<file path="src/hw/rtl/calam_pkg.sv">
// Shared types, constants and the month-length function for calendar_add_months_clip.
package calam_pkg;

    localparam int YEAR_W      = 14;
    localparam int YEAR_OUT_W  = 15;
    // internal year is one bit wider so the leap and validity checks see the true year
    localparam int YEAR_MID_W  = 16;
    localparam int MONTH_W     = 4;
    localparam int DAY_W       = 5;
    localparam int OFFSET_W    = 11;
    localparam int TOTAL_W     = 12;
    localparam int QUOT_W      = 8;

    // total months are biased by 100 years so the sum never goes negative
    localparam logic signed [12:0] MONTH_BIAS_M1 = 13'sd1199;
    localparam logic signed [YEAR_MID_W-1:0] YEAR_BIAS = 16'sd100;

    // x/3 == (x*683) >> 11 for x < 2048
    localparam logic [9:0]  RECIP3    = 10'd683;
    localparam int          RECIP3_SH = 11;
    // x/25 == (x*1311) >> 15 for x < 4681
    localparam logic [10:0] RECIP25    = 11'd1311;
    localparam int          RECIP25_SH = 15;

    localparam logic [MONTH_W-1:0] FEB = 4'd2;
    localparam logic [MONTH_W-1:0] APR = 4'd4;
    localparam logic [MONTH_W-1:0] JUN = 4'd6;
    localparam logic [MONTH_W-1:0] SEP = 4'd9;
    localparam logic [MONTH_W-1:0] NOV = 4'd11;
    localparam logic [MONTH_W-1:0] JAN = 4'd1;
    localparam logic [MONTH_W-1:0] DEC = 4'd12;

    typedef struct packed {
        logic [YEAR_W-1:0]          year;
        logic [MONTH_W-1:0]         month;
        logic [DAY_W-1:0]           day;
        logic signed [OFFSET_W-1:0] offset;
    } start_t;

    typedef struct packed {
        logic signed [YEAR_MID_W-1:0] year;
        logic [MONTH_W-1:0]           month;
        logic [DAY_W-1:0]             day;
    } mid_t;

    typedef struct packed {
        logic signed [YEAR_OUT_W-1:0] year;
        logic [MONTH_W-1:0]           month;
        logic [DAY_W-1:0]             day;
        logic                         valid;
    } res_t;

    function automatic logic [DAY_W-1:0] month_len(input logic [MONTH_W-1:0] month,
                                                   input logic leap);
        logic [DAY_W-1:0] len;
        unique case (month)
            FEB:                len = leap ? 5'd29 : 5'd28;
            APR, JUN, SEP, NOV: len = 5'd30;
            default:            len = 5'd31;
        endcase
        return len;
    endfunction

endpackage

</file>
<file path="src/hw/rtl/calam_month_stage.sv">
// Month stage: adds the offset, splits into years and month, holds the result in a register.
module calam_month_stage (
    input  logic              aclk,
    input  logic              aresetn,
    input  logic              advance,
    input  logic              in_valid,
    input  calam_pkg::start_t in_data,
    output logic              out_valid,
    output calam_pkg::mid_t   out_data
);
    import calam_pkg::*;

    logic signed [12:0]          total_s;
    logic [TOTAL_W-1:0]          total;
    logic [19:0]                 prod3;
    logic [QUOT_W-1:0]           quot;
    logic [TOTAL_W-1:0]          quot_x12;
    logic [TOTAL_W-1:0]          rem_full;
    mid_t                        mid_next;
    mid_t                        mid_reg;
    logic                        valid_reg;

    always_comb begin
        total_s  = $signed({9'b0, in_data.month}) +
                   $signed({{2{in_data.offset[OFFSET_W-1]}}, in_data.offset}) + MONTH_BIAS_M1;
        total    = total_s[TOTAL_W-1:0];
        // total/12 as (total/4)/3
        prod3    = {10'b0, total[TOTAL_W-1:2]} * {10'b0, RECIP3};
        quot     = prod3[RECIP3_SH+QUOT_W-1:RECIP3_SH];
        quot_x12 = {1'b0, quot, 3'b0} + {2'b0, quot, 2'b0};
        rem_full = total - quot_x12;

        mid_next.year  = $signed({2'b0, in_data.year}) +
                         $signed({{(YEAR_MID_W-QUOT_W){1'b0}}, quot}) - YEAR_BIAS;
        mid_next.month = rem_full[MONTH_W-1:0] + JAN;
        mid_next.day   = in_data.day;
    end

    always_ff @(posedge aclk) begin
        if (!aresetn) begin
            valid_reg <= 1'b0;
        end else if (advance) begin
            valid_reg <= in_valid;
        end
    end

    always_ff @(posedge aclk) begin
        if (advance) begin
            mid_reg <= mid_next;
        end
    end

    assign out_valid = valid_reg;
    assign out_data  = mid_reg;

endmodule

</file>
<file path="src/hw/rtl/calam_clip_stage.sv">
// Clip stage: leap test, day clipping against month length, validity flag, result register.
module calam_clip_stage (
    input  logic                           aclk,
    input  logic                           aresetn,
    input  logic                           advance,
    input  logic                           in_valid,
    input  calam_pkg::mid_t                in_data,
    input  logic [calam_pkg::YEAR_W-1:0]   first_valid_year,
    output logic                           out_valid,
    output calam_pkg::res_t                out_data
);
    import calam_pkg::*;

    logic [YEAR_MID_W-1:0] mag;
    logic [13:0]           quarter;
    logic [23:0]           prod25;
    logic [7:0]            q25;
    logic [13:0]           q25_x25;
    logic                  div4;
    logic                  div100;
    logic                  leap;
    logic [DAY_W-1:0]      dim;
    logic [DAY_W-1:0]      day_clip;
    res_t                  res_next;
    res_t                  res_reg;
    logic                  valid_reg;

    always_comb begin
        // leap rule works on the magnitude of the year
        mag     = in_data.year[YEAR_MID_W-1] ? YEAR_MID_W'(-in_data.year)
                                             : in_data.year[YEAR_MID_W-1:0];
        quarter = mag[YEAR_MID_W-1:2];
        prod25  = {10'b0, quarter} * {13'b0, RECIP25};
        q25     = prod25[RECIP25_SH+7:RECIP25_SH];
        q25_x25 = {2'b0, q25, 4'b0} + {3'b0, q25, 3'b0} + {6'b0, q25};
        div4    = (mag[1:0] == 2'b00);
        div100  = div4 && (quarter == q25_x25);
        leap    = div4 && (!div100 || (q25[1:0] == 2'b00));

        dim      = month_len(in_data.month, leap);
        day_clip = (in_data.day > dim) ? dim : in_data.day;

        res_next.year  = in_data.year[YEAR_OUT_W-1:0];
        res_next.month = in_data.month;
        res_next.day   = day_clip;
        res_next.valid = (in_data.year >= $signed({2'b0, first_valid_year})) &&
                         (day_clip != '0);
    end

    always_ff @(posedge aclk) begin
        if (!aresetn) begin
            valid_reg <= 1'b0;
        end else if (advance) begin
            valid_reg <= in_valid;
        end
    end

    always_ff @(posedge aclk) begin
        if (advance) begin
            res_reg <= res_next;
        end
    end

    assign out_valid = valid_reg;
    assign out_data  = res_reg;

endmodule

</file>
<file path="src/hw/rtl/calendar_add_months_clip.sv">
// Top level: request channels, configuration register and the three-register pipeline.
// Adds a signed month offset to a Gregorian date, clipping the day to the new month's
// length, and flags whether the result is a valid date not earlier than first_valid_year.
// A new request is taken every cycle unless the pipeline is stalled and full; each request
// moves through the input register, the month stage register and the result register; a
// stalled result holds the pipeline only where registers are full. first_valid_year is
// written through the cfg channel, which is always ready; write it only while the block
// is idle.
module calendar_add_months_clip (
    input  logic                                aclk,
    input  logic                                aresetn,

    input  logic                                cfg_valid,
    output logic                                cfg_ready,
    input  logic [calam_pkg::YEAR_W-1:0]        cfg_data,

    input  logic                                s_valid,
    output logic                                s_ready,
    input  logic [calam_pkg::YEAR_W-1:0]        s_start_year,
    input  logic [calam_pkg::MONTH_W-1:0]       s_start_month,
    input  logic [calam_pkg::DAY_W-1:0]         s_start_day,
    input  logic signed [calam_pkg::OFFSET_W-1:0] s_month_offset,

    output logic                                m_valid,
    input  logic                                m_ready,
    output logic signed [calam_pkg::YEAR_OUT_W-1:0] m_result_year,
    output logic [calam_pkg::MONTH_W-1:0]       m_result_month,
    output logic [calam_pkg::DAY_W-1:0]         m_result_day,
    output logic                                m_date_valid
);
    import calam_pkg::*;

    logic [YEAR_W-1:0] first_year_reg;
    start_t            start_next;
    start_t            start_reg;
    logic              start_valid_reg;
    logic              mid_valid;
    mid_t              mid_data;
    logic              res_valid;
    res_t              res_data;
    logic              adv_in;
    logic              adv_mid;
    logic              adv_out;

    assign cfg_ready = 1'b1;

    always_ff @(posedge aclk) begin
        if (!aresetn) begin
            first_year_reg <= YEAR_W'(1);
        end else if (cfg_valid) begin
            first_year_reg <= cfg_data;
        end
    end

    // each register moves on when empty or when the one after it moves
    assign adv_out = !res_valid || m_ready;
    assign adv_mid = !mid_valid || adv_out;
    assign adv_in  = !start_valid_reg || adv_mid;
    assign s_ready = adv_in;

    always_comb begin
        start_next.year   = s_start_year;
        start_next.month  = s_start_month;
        start_next.day    = s_start_day;
        start_next.offset = s_month_offset;
    end

    always_ff @(posedge aclk) begin
        if (!aresetn) begin
            start_valid_reg <= 1'b0;
        end else if (adv_in) begin
            start_valid_reg <= s_valid;
        end
    end

    always_ff @(posedge aclk) begin
        if (adv_in) begin
            start_reg <= start_next;
        end
    end

    calam_month_stage u_month (
        .aclk      (aclk),
        .aresetn   (aresetn),
        .advance   (adv_mid),
        .in_valid  (start_valid_reg),
        .in_data   (start_reg),
        .out_valid (mid_valid),
        .out_data  (mid_data)
    );

    calam_clip_stage u_clip (
        .aclk             (aclk),
        .aresetn          (aresetn),
        .advance          (adv_out),
        .in_valid         (mid_valid),
        .in_data          (mid_data),
        .first_valid_year (first_year_reg),
        .out_valid        (res_valid),
        .out_data         (res_data)
    );

    assign m_valid        = res_valid;
    assign m_result_year  = res_data.year;
    assign m_result_month = res_data.month;
    assign m_result_day   = res_data.day;
    assign m_date_valid   = res_data.valid;

    a_month_range: assert property (@(posedge aclk) disable iff (!aresetn)
        m_valid |-> (m_result_month >= JAN && m_result_month <= DEC))
        else $error("result month out of range");

    a_day_zero_invalid: assert property (@(posedge aclk) disable iff (!aresetn)
        (m_valid && m_result_day == '0) |-> !m_date_valid)
        else $error("day zero flagged valid");

    a_feb_clip: assert property (@(posedge aclk) disable iff (!aresetn)
        (m_valid && m_result_month == FEB) |-> (m_result_day <= 5'd29))
        else $error("february day not clipped");

    a_ready_chain: assert property (@(posedge aclk) disable iff (!aresetn)
        m_ready |-> s_ready)
        else $error("input stalled while output drains");

endmodule

</file>
<file path="config.mk">
export PLATFORM = sky130hd
export DESIGN_NAME = calendar_add_months_clip
export DESIGN_NICKNAME = d
export VERILOG_FILES = /design/src/hw/rtl/calam_pkg.sv /design/src/hw/rtl/calam_month_stage.sv /design/src/hw/rtl/calam_clip_stage.sv /design/src/hw/rtl/calendar_add_months_clip.sv
export SDC_FILE = /design/constraint.sdc
export NUM_CORES = 1
export LEC_CHECK = 0
export BUFFER_PORTS_ARGS = -buffer_cell sky130_fd_sc_hd__buf_2
export CAP_MARGIN = 20
export CORE_UTILIZATION = 45
export CTS_BUF_LIST = sky130_fd_sc_hd__clkbuf_16
export DETAILED_ROUTE_END_ITERATION = 10
export SETUP_SLACK_MARGIN = 0.5
export SKIP_CTS_REPAIR_TIMING = 1
export SLEW_MARGIN = 30
export SYNTH_ARGS = -nofsm -noshare
export SYNTH_HDL_FRONTEND = slang
export SYNTH_SLANG_ARGS = --single-unit
</file>
<file path="constraint.sdc">
create_clock -name aclk -period 10.5 [get_ports aclk]
set_input_delay 1.05 -clock aclk [delete_from_list [all_inputs] [get_ports aclk]]
set_output_delay 1.05 -clock aclk [all_outputs]
set_load 0.01 [all_outputs]
</file>
# Word level (Yosys, flattened, before mapping)
# Cells that the tools add are included.
dict set report totals {
  register_bits 101
  input_bits 53
  output_inout_bits 28
  wordCells 54
}
dict set report classes {
  n_addsub 10
  n_mul 2
  magnitude_cmp 2
  n_eq_ne 6
  mux 4
  n_reduce_logical 15
}
# operator n
set ops {}
lappend ops {{14-bit by 11-bit multiplier with 23-bit output, second input constant} 1}
lappend ops {{10-bit by 10-bit multiplier with 19-bit output, second input constant} 1}
lappend ops {{16-bit by 15-bit >= comparator with 1-bit output} 1}
lappend ops {{16-bit 2-to-1 mux} 1}
lappend ops {{16-bit negator} 1}
lappend ops {{16-bit by 8-bit subtractor with 16-bit output, second input constant} 1}
lappend ops {{14-bit by 8-bit adder with 15-bit output} 1}
lappend ops {{14-bit by 8-bit adder with 14-bit output} 1}
lappend ops {{14-bit equality test} 1}
lappend ops {{12-bit by 11-bit adder with 13-bit output} 1}
lappend ops {{12-bit adder, second input constant} 1}
lappend ops {{5-bit by 11-bit adder with 12-bit output} 1}
lappend ops {{5-bit one-hot mux with 2 select lines} 1}
lappend ops {{4-bit by 3-bit equality test with 1-bit output, second input constant} 2}
lappend ops {{4-bit equality test, second input constant} 2}
lappend ops {{5-bit > comparator} 1}
lappend ops {{5-bit 2-to-1 mux} 1}
lappend ops {{5-bit nonzero test} 1}
lappend ops {{4-bit by 1-bit adder with 4-bit output, second input constant} 1}
lappend ops {{4-bit adder} 1}
lappend ops {{4-bit by 2-bit equality test with 1-bit output, second input constant} 1}
lappend ops {{1-bit logical NOT} 4}
lappend ops {{2-bit logical NOT} 2}
lappend ops {{1-bit logical OR} 4}
lappend ops {{4 further kinds} 6}

# Longest topological paths before layout
# Gate-level depths: netlist of run 1.
dict set report depth {
  word_depth 16
  ltp_mapped 46
  ltp_nobuf 46
}

# Modules after synthesis
# Synthesis of run 1 repeated with hierarchy kept, for this count alone.
dict set report unflattened {
  hier_cells 1039
  hier_area_um2 10822.9
}
# module n_inst cells_each area_per_inst_um2 seq_area_each_um2
set by_module_without_submodules {}
lappend by_module_without_submodules {calam_clip_stage 1 576 5477.8 770.7}
lappend by_module_without_submodules {calam_month_stage 1 375 3717.3 770.7}
lappend by_module_without_submodules {calendar_add_months_clip 1 88 1627.8 1321.3}

# Worst setup path after synthesis of run 1
# No wires, ideal clock.
dict set report synth_timing {
  path_kind {register to register}
  startpoint {register u_month.mid_reg, in the netlist u_month.out_data[10]}
  endpoint {register u_clip.res_reg, in the netlist u_clip.out_data[1] (data pin)}
  setup_time_ns 0.266
  arrival_ns 8.665
  required_ns 10.234
  setup_slack_ns 1.570
  stages_incl_launch_ff 46
  path_buffers 0
  synth_period_minus_slack_ns 8.930
  cell_sequence {edfxtp_1 or2_1 nor2_1 nand3_1 nand2_1 xor2_1 inv_1 ha_1 xnor2_1 ha_1 inv_1 fa_1 inv_1 fa_1 inv_1 fa_1 inv_1 ha_1 [... 10 more ...] inv_1 fa_1 inv_1 ha_1 a21o_1 a21o_1 a21oi_1 xnor2_1 nand3_1 mux2i_1 o2111a_1 o2111a_2 nor2_1 ha_1 a21oi_1 o21ai_0 nand2_1 o31ai_2}
}
dict set report synth_between {
  elab_chain_cells 14
}
# element line_no
set synth_lines {}
lappend synth_lines {{start, declared} calam_month_stage.sv:20} ;# mid_t mid_reg;
lappend synth_lines {{start signal, assigned} calam_month_stage.sv:49} ;# mid_reg <= mid_next;
lappend synth_lines {{16-bit negator} calam_clip_stage.sv:30} ;# mag = in_data.year[YEAR_MID_W-1] ? YEAR_MID_W'(-in_data.year)
lappend synth_lines {{16-bit 2-to-1 mux *} calam_clip_stage.sv:30}
lappend synth_lines {{14-bit by 11-bit multiplier with 23-bit output} calam_clip_stage.sv:33} ;# prod25 = {10'b0, quarter} * {13'b0, RECIP25};
lappend synth_lines {{12-bit by 11-bit adder with 13-bit output} calam_clip_stage.sv:35} ;# q25_x25 = {2'b0, q25, 4'b0} + {3'b0, q25, 3'b0} + {6'b0, q25};
lappend synth_lines {{14-bit by 8-bit adder with 14-bit output} calam_clip_stage.sv:35}
lappend synth_lines {{14-bit equality test} calam_clip_stage.sv:37} ;# div100 = div4 && (quarter == q25_x25);
lappend synth_lines {{1-bit logical AND} calam_clip_stage.sv:37}
lappend synth_lines {{1-bit logical NOT} calam_clip_stage.sv:38} ;# leap = div4 && (!div100 || (q25[1:0] == 2'b00));
lappend synth_lines {{1-bit logical OR} calam_clip_stage.sv:38}
lappend synth_lines {{1-bit logical AND *} calam_clip_stage.sv:38}
lappend synth_lines {{1-bit 2-to-1 mux *} calam_pkg.sv:57} ;# FEB: len = leap ? 5'd29 : 5'd28;
lappend synth_lines {{5-bit one-hot mux with 2 select lines *} calam_pkg.sv:56} ;# unique case (month)
lappend synth_lines {{5-bit > comparator} calam_clip_stage.sv:41} ;# day_clip = (in_data.day > dim) ? dim : in_data.day;
lappend synth_lines {{5-bit 2-to-1 mux *} calam_clip_stage.sv:41}
lappend synth_lines {{net u_clip.day_clip[0]} calam_clip_stage.sv:23} ;# logic [DAY_W-1:0] day_clip;
lappend synth_lines {{end signal, assigned} calam_clip_stage.sv:60} ;# res_reg <= res_next;
lappend synth_lines {{end, declared} calam_clip_stage.sv:25} ;# res_t res_reg;
# Mark *: on every way through the listed nets, which the timed path passes. The rest lies on a longest branch.
# A chain may end at the register's enable or synchronous reset.

# Worst setup path after layout of run 1
dict set report layout_timing {
  startpoint {register u_month.mid_reg, in the netlist u_month.out_data[20]}
  endpoint {register u_clip.res_reg, in the netlist u_clip.out_data[1] (data pin)}
}
dict set report layout_between {
  elab_chain_cells 14
}
# element line_no
set layout_lines {}
lappend layout_lines {{16-bit negator} calam_clip_stage.sv:30}
lappend layout_lines {{16-bit 2-to-1 mux *} calam_clip_stage.sv:30}
lappend layout_lines {{14-bit by 11-bit multiplier with 23-bit output} calam_clip_stage.sv:33}
lappend layout_lines {{12-bit by 11-bit adder with 13-bit output} calam_clip_stage.sv:35}
lappend layout_lines {{14-bit by 8-bit adder with 14-bit output} calam_clip_stage.sv:35}
lappend layout_lines {{14-bit equality test} calam_clip_stage.sv:37}
lappend layout_lines {{1-bit logical AND} calam_clip_stage.sv:37}
lappend layout_lines {{1-bit logical NOT} calam_clip_stage.sv:38}
lappend layout_lines {{1-bit logical OR *} calam_clip_stage.sv:38}
lappend layout_lines {{1-bit logical AND *} calam_clip_stage.sv:38}
lappend layout_lines {{1-bit 2-to-1 mux *} calam_pkg.sv:57}
lappend layout_lines {{5-bit one-hot mux with 2 select lines *} calam_pkg.sv:56}
lappend layout_lines {{5-bit > comparator} calam_clip_stage.sv:41}
lappend layout_lines {{5-bit 2-to-1 mux *} calam_clip_stage.sv:41}
lappend layout_lines {{net u_clip.day_clip[0]} calam_clip_stage.sv:23}
# Marks and branches as above.

==> results_dict.tcl, run 1 <==
set metrics [dict create \
    setup_tns_ns 0 \
    cpPeakStageDelay_ns 0.55 \
    cts_tree "built" \
    worst_slew_pin_slew_ns 0.748 \
    synth_top_family_by_area "adder cells" \
    setup_viol 0 \
    track_usage 0.188 \
    crit_top_cell "fa_1" \
    muxShareOfSynthArea 0.0189 \
    area_delta_synth_final_pct 12.5 \
    grt_pass1_vias 7210 \
    drtIter0Drc 345 \
    syn-num-nets 1363 \
    min_path_type "flop to flop" \
    syn_inst 1040 \
    ys.flop_type "edfxtp_1" \
    clock_latency_ns 0.35 \
    drt-total-wl_um 21900 \
    yosysWarnings 0 \
    clk_path_buf_depth 2 \
    ant_nets 0 \
    worstPathMaxFanout 10 \
    coreArea_um2 22900 \
    status "finished, final reports clean" \
    syn_area_um2 10700 \
    final_cells 1456 \
    synth_fa_ha_area_frac 0.365 \
    avgViaCountPerCell 5.03 \
    numClockSinks 101 \
    period_share 0.899 \
    path_class "flop to flop" \
    clk_pin_slew_worst_paths_ns 0.08 \
    ys_seq_area_frac 0.268 \
    worstSetupEndpointType "flop" \
    cpMaxStageDelayCell "fa_1" \
    cts_max_level 3 \
    die_area_um2 24300 \
    initial_core_util 0.465 \
    portBuffers 79 \
    synth_largest_area_cell "edfxtp_1" \
    multi_input_area_um2 7190 \
    ys_async_sr_fraction 0 \
    largest_reg_flops 34 \
    antenna_found_initial 0 \
    rsz0062_at_grt "no" \
    dpl.hpwl_um 18300 \
    rows 55 \
    finalHoldViolations 0 \
    overflow 0 \
    synth_top_area_frac 0.237 \
    cts_buffers 9 \
    grt_max_degree 37 \
    fillers 2076 \
    register_area_um2 2860 \
    max_freq_ghz 0.106 \
    syn_area_per_cell_um2 10.3 \
    place_inst 1427 \
    fp.dieW_um 156 \
    cp_num_buf_inv 4 \
    drive_above_1_share 0.145 \
    yosysUniqueCellTypes 73 \
    critPathLaunchType "flop" \
    yosys-top-cells-area "edfxtp_1 (24%), ha_1 (24%), fa_1 (13%), inv_1 (6.3%), xnor2_1 (5.9%)" \
    io_pins 81 \
    min_period_ns 9.44 \
    die_height_um 156 \
    synth_seq_cells 101 \
    cp.arrival_ns 9.52 \
    vias 7325 \
    wl_per_cell_um 15.1 \
    clock_skew_ns 0.0136 \
    maxCapViolations 0 \
    fin_nets 1461 \
    first_pass_iters 5 \
    antenna_cells 0 \
    slew_headroom 0.498 \
    grt_pass1_wl_um 35600 \
    synth-edff-count 84 \
    synthXorXnorAreaFrac 0.0867 \
    critPathRequiredTime_ns 10.58 \
    crit_family "adder cells" \
    drc 0 \
    synth_compound_area_frac 0.0999 \
    routabilityCongestion 0.878 \
    cts_root_buf "clkbuf_16" \
    drv_slew 0 \
    yosys.area_share.simple 0.0893 \
]
==> cell usage after synthesis (16+ instances only) <==
library cell and n:
a21o_1 21, a21oi_1 49, dfxtp_1 17, edfxtp_1 84
fa_1 69, ha_1 201, inv_1 179, mux2i_1 19
nand2_1 34, nand3_1 17, nor2_1 50, nor2b_1 26
nor3_1 16, o21ai_0 24, xnor2_1 72, xor2_1 28
==> cells by family (layout without fill, tap and decap cells) <==
kind of cell	Yosys count	in the layout
and+or+nand+nor	187	187
other	1	1
buffers and inverters	199	302
adders and majority gates	270	270
DFF	101	101
AOI/OAI and AO/OA	159	159
muxes	20	20
xor gates and xnor gates	103	103
==> cell usage in the layout (no fill, tap or decap), drive strengths merged, types with 16 or more instances in the layout <==
cell type	instances
dfxtp	17
nand3	17
xnor2	75
xor2	28
a21oi	51
mux2i	19
nor2	50
buf	101
fa	69
ha	201
inv	187
nor2b	26
nand2	34
a21o	21
nor3	16
o21ai	26
edfxtp	84
==> path summary, 6_finish.rpt <==
check,from,cells past startpoint,endpoint,slack [ns]
max,u_month.out_data[20],35,u_clip.out_data[1],1.06
min,u_month.out_data[9],0,u_clip.out_data[10],0.48
max reg2reg,u_month.out_data[20],35,u_clip.out_data[1],1.06
min reg2reg,u_month.out_data[9],0,u_clip.out_data[10],0.48
==> layout make-up <==
class | count | share of cell area
multi-input cells | 740 | 0.600
flip-flops and latches | 101 | 0.239
inverters | 185 | 0.0583
repair buffers | 101 | 0.0467
well taps | 313 | 0.0327
clock buffers | 9 | 0.0188
clock inverters | 7 | 0.00501
==> per-layer routing <==
layer | GRT usage | part of all wire | vias to the layer above
li1 | - | - | 3740
met1 | 0.253 | 0.47 | 3439
met2 | 0.313 | 0.48 | 119
met3 | 0.0239 | 0.031 | 27
met4 | 0.0612 | 0.022 | 0
met5 | 0 | 0 | -
==> stage by stage <==
step | setup WS (ns) | hold slack, ns | area [um^2] | util
2_1_floorplan | 1.57 | 0.400 | 10700 | -
4_1_cts | 0.124 | 0.488 | 11700 | 0.513
5_1_grt | 0.454 | 0.505 | 12000 | 0.523
3_3_place_gp | 0.249 | 0.453 | 11500 | 0.500
6_report | 1.06 | 0.482 | 12000 | 0.523
3_5_place_dp | 0.186 | 0.468 | 11500 | 0.500
Power of run 1 is left out: the tool's default activity adds up to more than one toggle a clock period on the data nets, which glitch-free logic cannot reach.
==> run 2: changes to the inputs <==
ABC_AREA = 1   (was unset)
==> run 2 against run 1 <==
Effect of this change: count of clock-buffer cells in the layout stayed put; largest cell class unchanged; critical path depth increased by 19; critical endpoint is now u_clip.out_data[0]; first-iteration DRC count down 16%; via count increased by 9.4%; non-clock buffer count grew 28; synthesized cell count increased by 17%; routed wire length is 4.2% higher.
==> results_dict.tcl, run 2 <==
set metrics [dict create \
    routabilityCongestion 0.890 \
    syn_area_um2 10900 \
    initial_core_util 0.461 \
    yosysWarnings 0 \
    synth_seq_cells 101 \
    cpMaxStageDelayCell "fa_1" \
    drv_slew 0 \
    fin_nets 1670 \
    min_period_ns 9.53 \
    setup_tns_ns 0 \
    wl_per_cell_um 13.7 \
    portBuffers 79 \
    synth-edff-count 84 \
    coreArea_um2 23600 \
    yosysMostFrequentCell "inv_1" \
    track_usage 0.187 \
    largest_reg_flops 34 \
    dpl.hpwl_um 18800 \
    die_height_um 157 \
    avgViaCountPerCell 4.80 \
    fp.dieW_um 157 \
    critPathRequiredTime_ns 10.61 \
    clk_pin_slew_worst_paths_ns 0.08 \
    overflow 0 \
    maxCapViolations 0 \
    cp.arrival_ns 9.64 \
    grt_pass1_vias 7683 \
    syn-num-nets 1538 \
    reg2reg_slack_ns 0.97 \
    cpPeakStageDelay_ns 0.56 \
    cts_root_buf "clkbuf_16" \
    fillers 2199 \
    yosys-top-cells-area "edfxtp_1 (23%), ha_1 (23%), fa_1 (13%), inv_1 (9.1%), nand2_1 (6.2%)" \
    rsz0062_at_grt "no" \
    drc 0 \
    grt_pass1_wl_um 36200 \
    critPathLaunchType "flop" \
    layout_common_cells "inv_1 (249), ha_1 (188), nand2_1 (172), edfxtp_1 (84), buf_2 (79)" \
    rows 56 \
    ys_top_cells_by_count "inv_1 (264), ha_1 (201), nand2_1 (181)" \
    worstSetupEndpointType "flop" \
    grt_max_degree 37 \
    cts_tree "built" \
    die_area_um2 24800 \
    area_delta_synth_final_pct 16.9 \
    clk_path_buf_depth 2 \
    clock_latency_ns 0.35 \
    status "finished, final reports clean" \
    cts_buffers 9 \
    drt-total-wl_um 22800 \
    yosysUniqueCellTypes 51 \
    cts_max_level 3 \
    ys_seq_area_frac 0.263 \
    syn_area_per_cell_um2 8.96 \
    ant_nets 0 \
    drive_above_1_share 0.197 \
    clock_skew_ns 0.0109 \
    numClockSinks 101 \
    worstPathMaxFanout 4 \
    period_share 0.908 \
    io_pins 81 \
    drtIter0Drc 289 \
    vias 8013 \
    path_class "flop to flop" \
    synth_largest_area_cell "edfxtp_1" \
    ys_async_sr_fraction 0 \
    antenna_found_initial 0 \
    max_freq_ghz 0.105 \
    first_pass_iters 4 \
    min_path_type "flop to flop" \
    syn_inst 1215 \
    finalHoldViolations 0 \
    synth_top_area_frac 0.232 \
    ys.flop_type "edfxtp_1" \
    antenna_cells 0 \
    worst_slew_pin_slew_ns 0.808 \
    setup_viol 0 \
    final_common_cell "inv_1" \
    slew_headroom 0.458 \
]
run 2: cell types whose count changed in the layout (fill, tap and decap cells not counted), sizes merged, moves of 26 or more:
cell | previous run | this run
inv | 187 | 272
nand2 | 34 | 205
nand3 | 17 | 49
nor2b | 26 | 0
buf | 101 | 129
xnor2 | 75 | 21
xor2 | 28 | 54
run 2: cell type report:
cell class / instances / area (um^2) / share of cell area
multi-input cells: 838 / 7370 / 0.580
flip-flops and latches: 101 / 2860 / 0.225
inverters: 268 / 1010 / 0.0794
repair buffers: 129 / 782 / 0.0615
well taps: 319 / 399 / 0.0314
clock buffers: 9 / 225 / 0.0177
clock inverters: 7 / 66.3 / 0.00522
run 2: worst max-delay path, delay by kind of cell, from the launching register on:
family / cells / cell delay [ns]
adders and majority gates: 10 / 3.74
xor gates and xnor gates: 3 / 0.55
DFF: 1 / 0.45
buffers and inverters: 10 / 0.81
and+or+nand+nor: 24 / 2.82
AOI/OAI and AO/OA: 7 / 0.88
run 2: per-stage QoR:
stage          utilization  setup slack (ns)  hold slack (ns)  cells  instance area [um^2]
6_report             0.539             0.970            0.421   1671                 12700
5_1_grt              0.539             0.289            0.435   1671                 12700
4_1_cts              0.510             0.262            0.424   1636                 12000
3_5_place_dp         0.498             0.317            0.406   1620                 11800
3_3_place_gp         0.498             0.596            0.405   1620                 11800
2_1_floorplan            -             0.884            0.400   1215                 10900
run 2: worst paths after layout:
| path | from | endpoint | depth (start not counted) |
|---|---|---|---|
| max | u_month.out_data[15] | u_clip.out_data[0] | 54 |
| min | start_reg[14] | u_month.out_data[3] | 0 |
| max reg2reg | u_month.out_data[15] | u_clip.out_data[0] | 54 |
| min reg2reg | start_reg[14] | u_month.out_data[3] | 0 |
run 2: logic make-up (layout without fill, tap and decap cells):
logic type / count (synthesis) / in the layout / synth area share
and+or+nand+nor: 353 / 353 / 0.148
buffers and inverters: 276 / 413 / 0.0957
adders and majority gates: 270 / 270 / 0.358
AOI/OAI and AO/OA: 139 / 139 / 0.0743
DFF: 101 / 101 / 0.263
xor gates and xnor gates: 75 / 75 / 0.0604
other: 1 / 1 / 0.000345
run 2: routing by layer:
metal	GRT usage	vias up	share of wire
li1	-	4199	-
met1	0.241	3717	0.47
met2	0.332	78	0.49
met3	0.0209	19	0.022
met4	0.0481	0	0.015
met5	0	-	0
Power of run 2 is left out for the same reason.
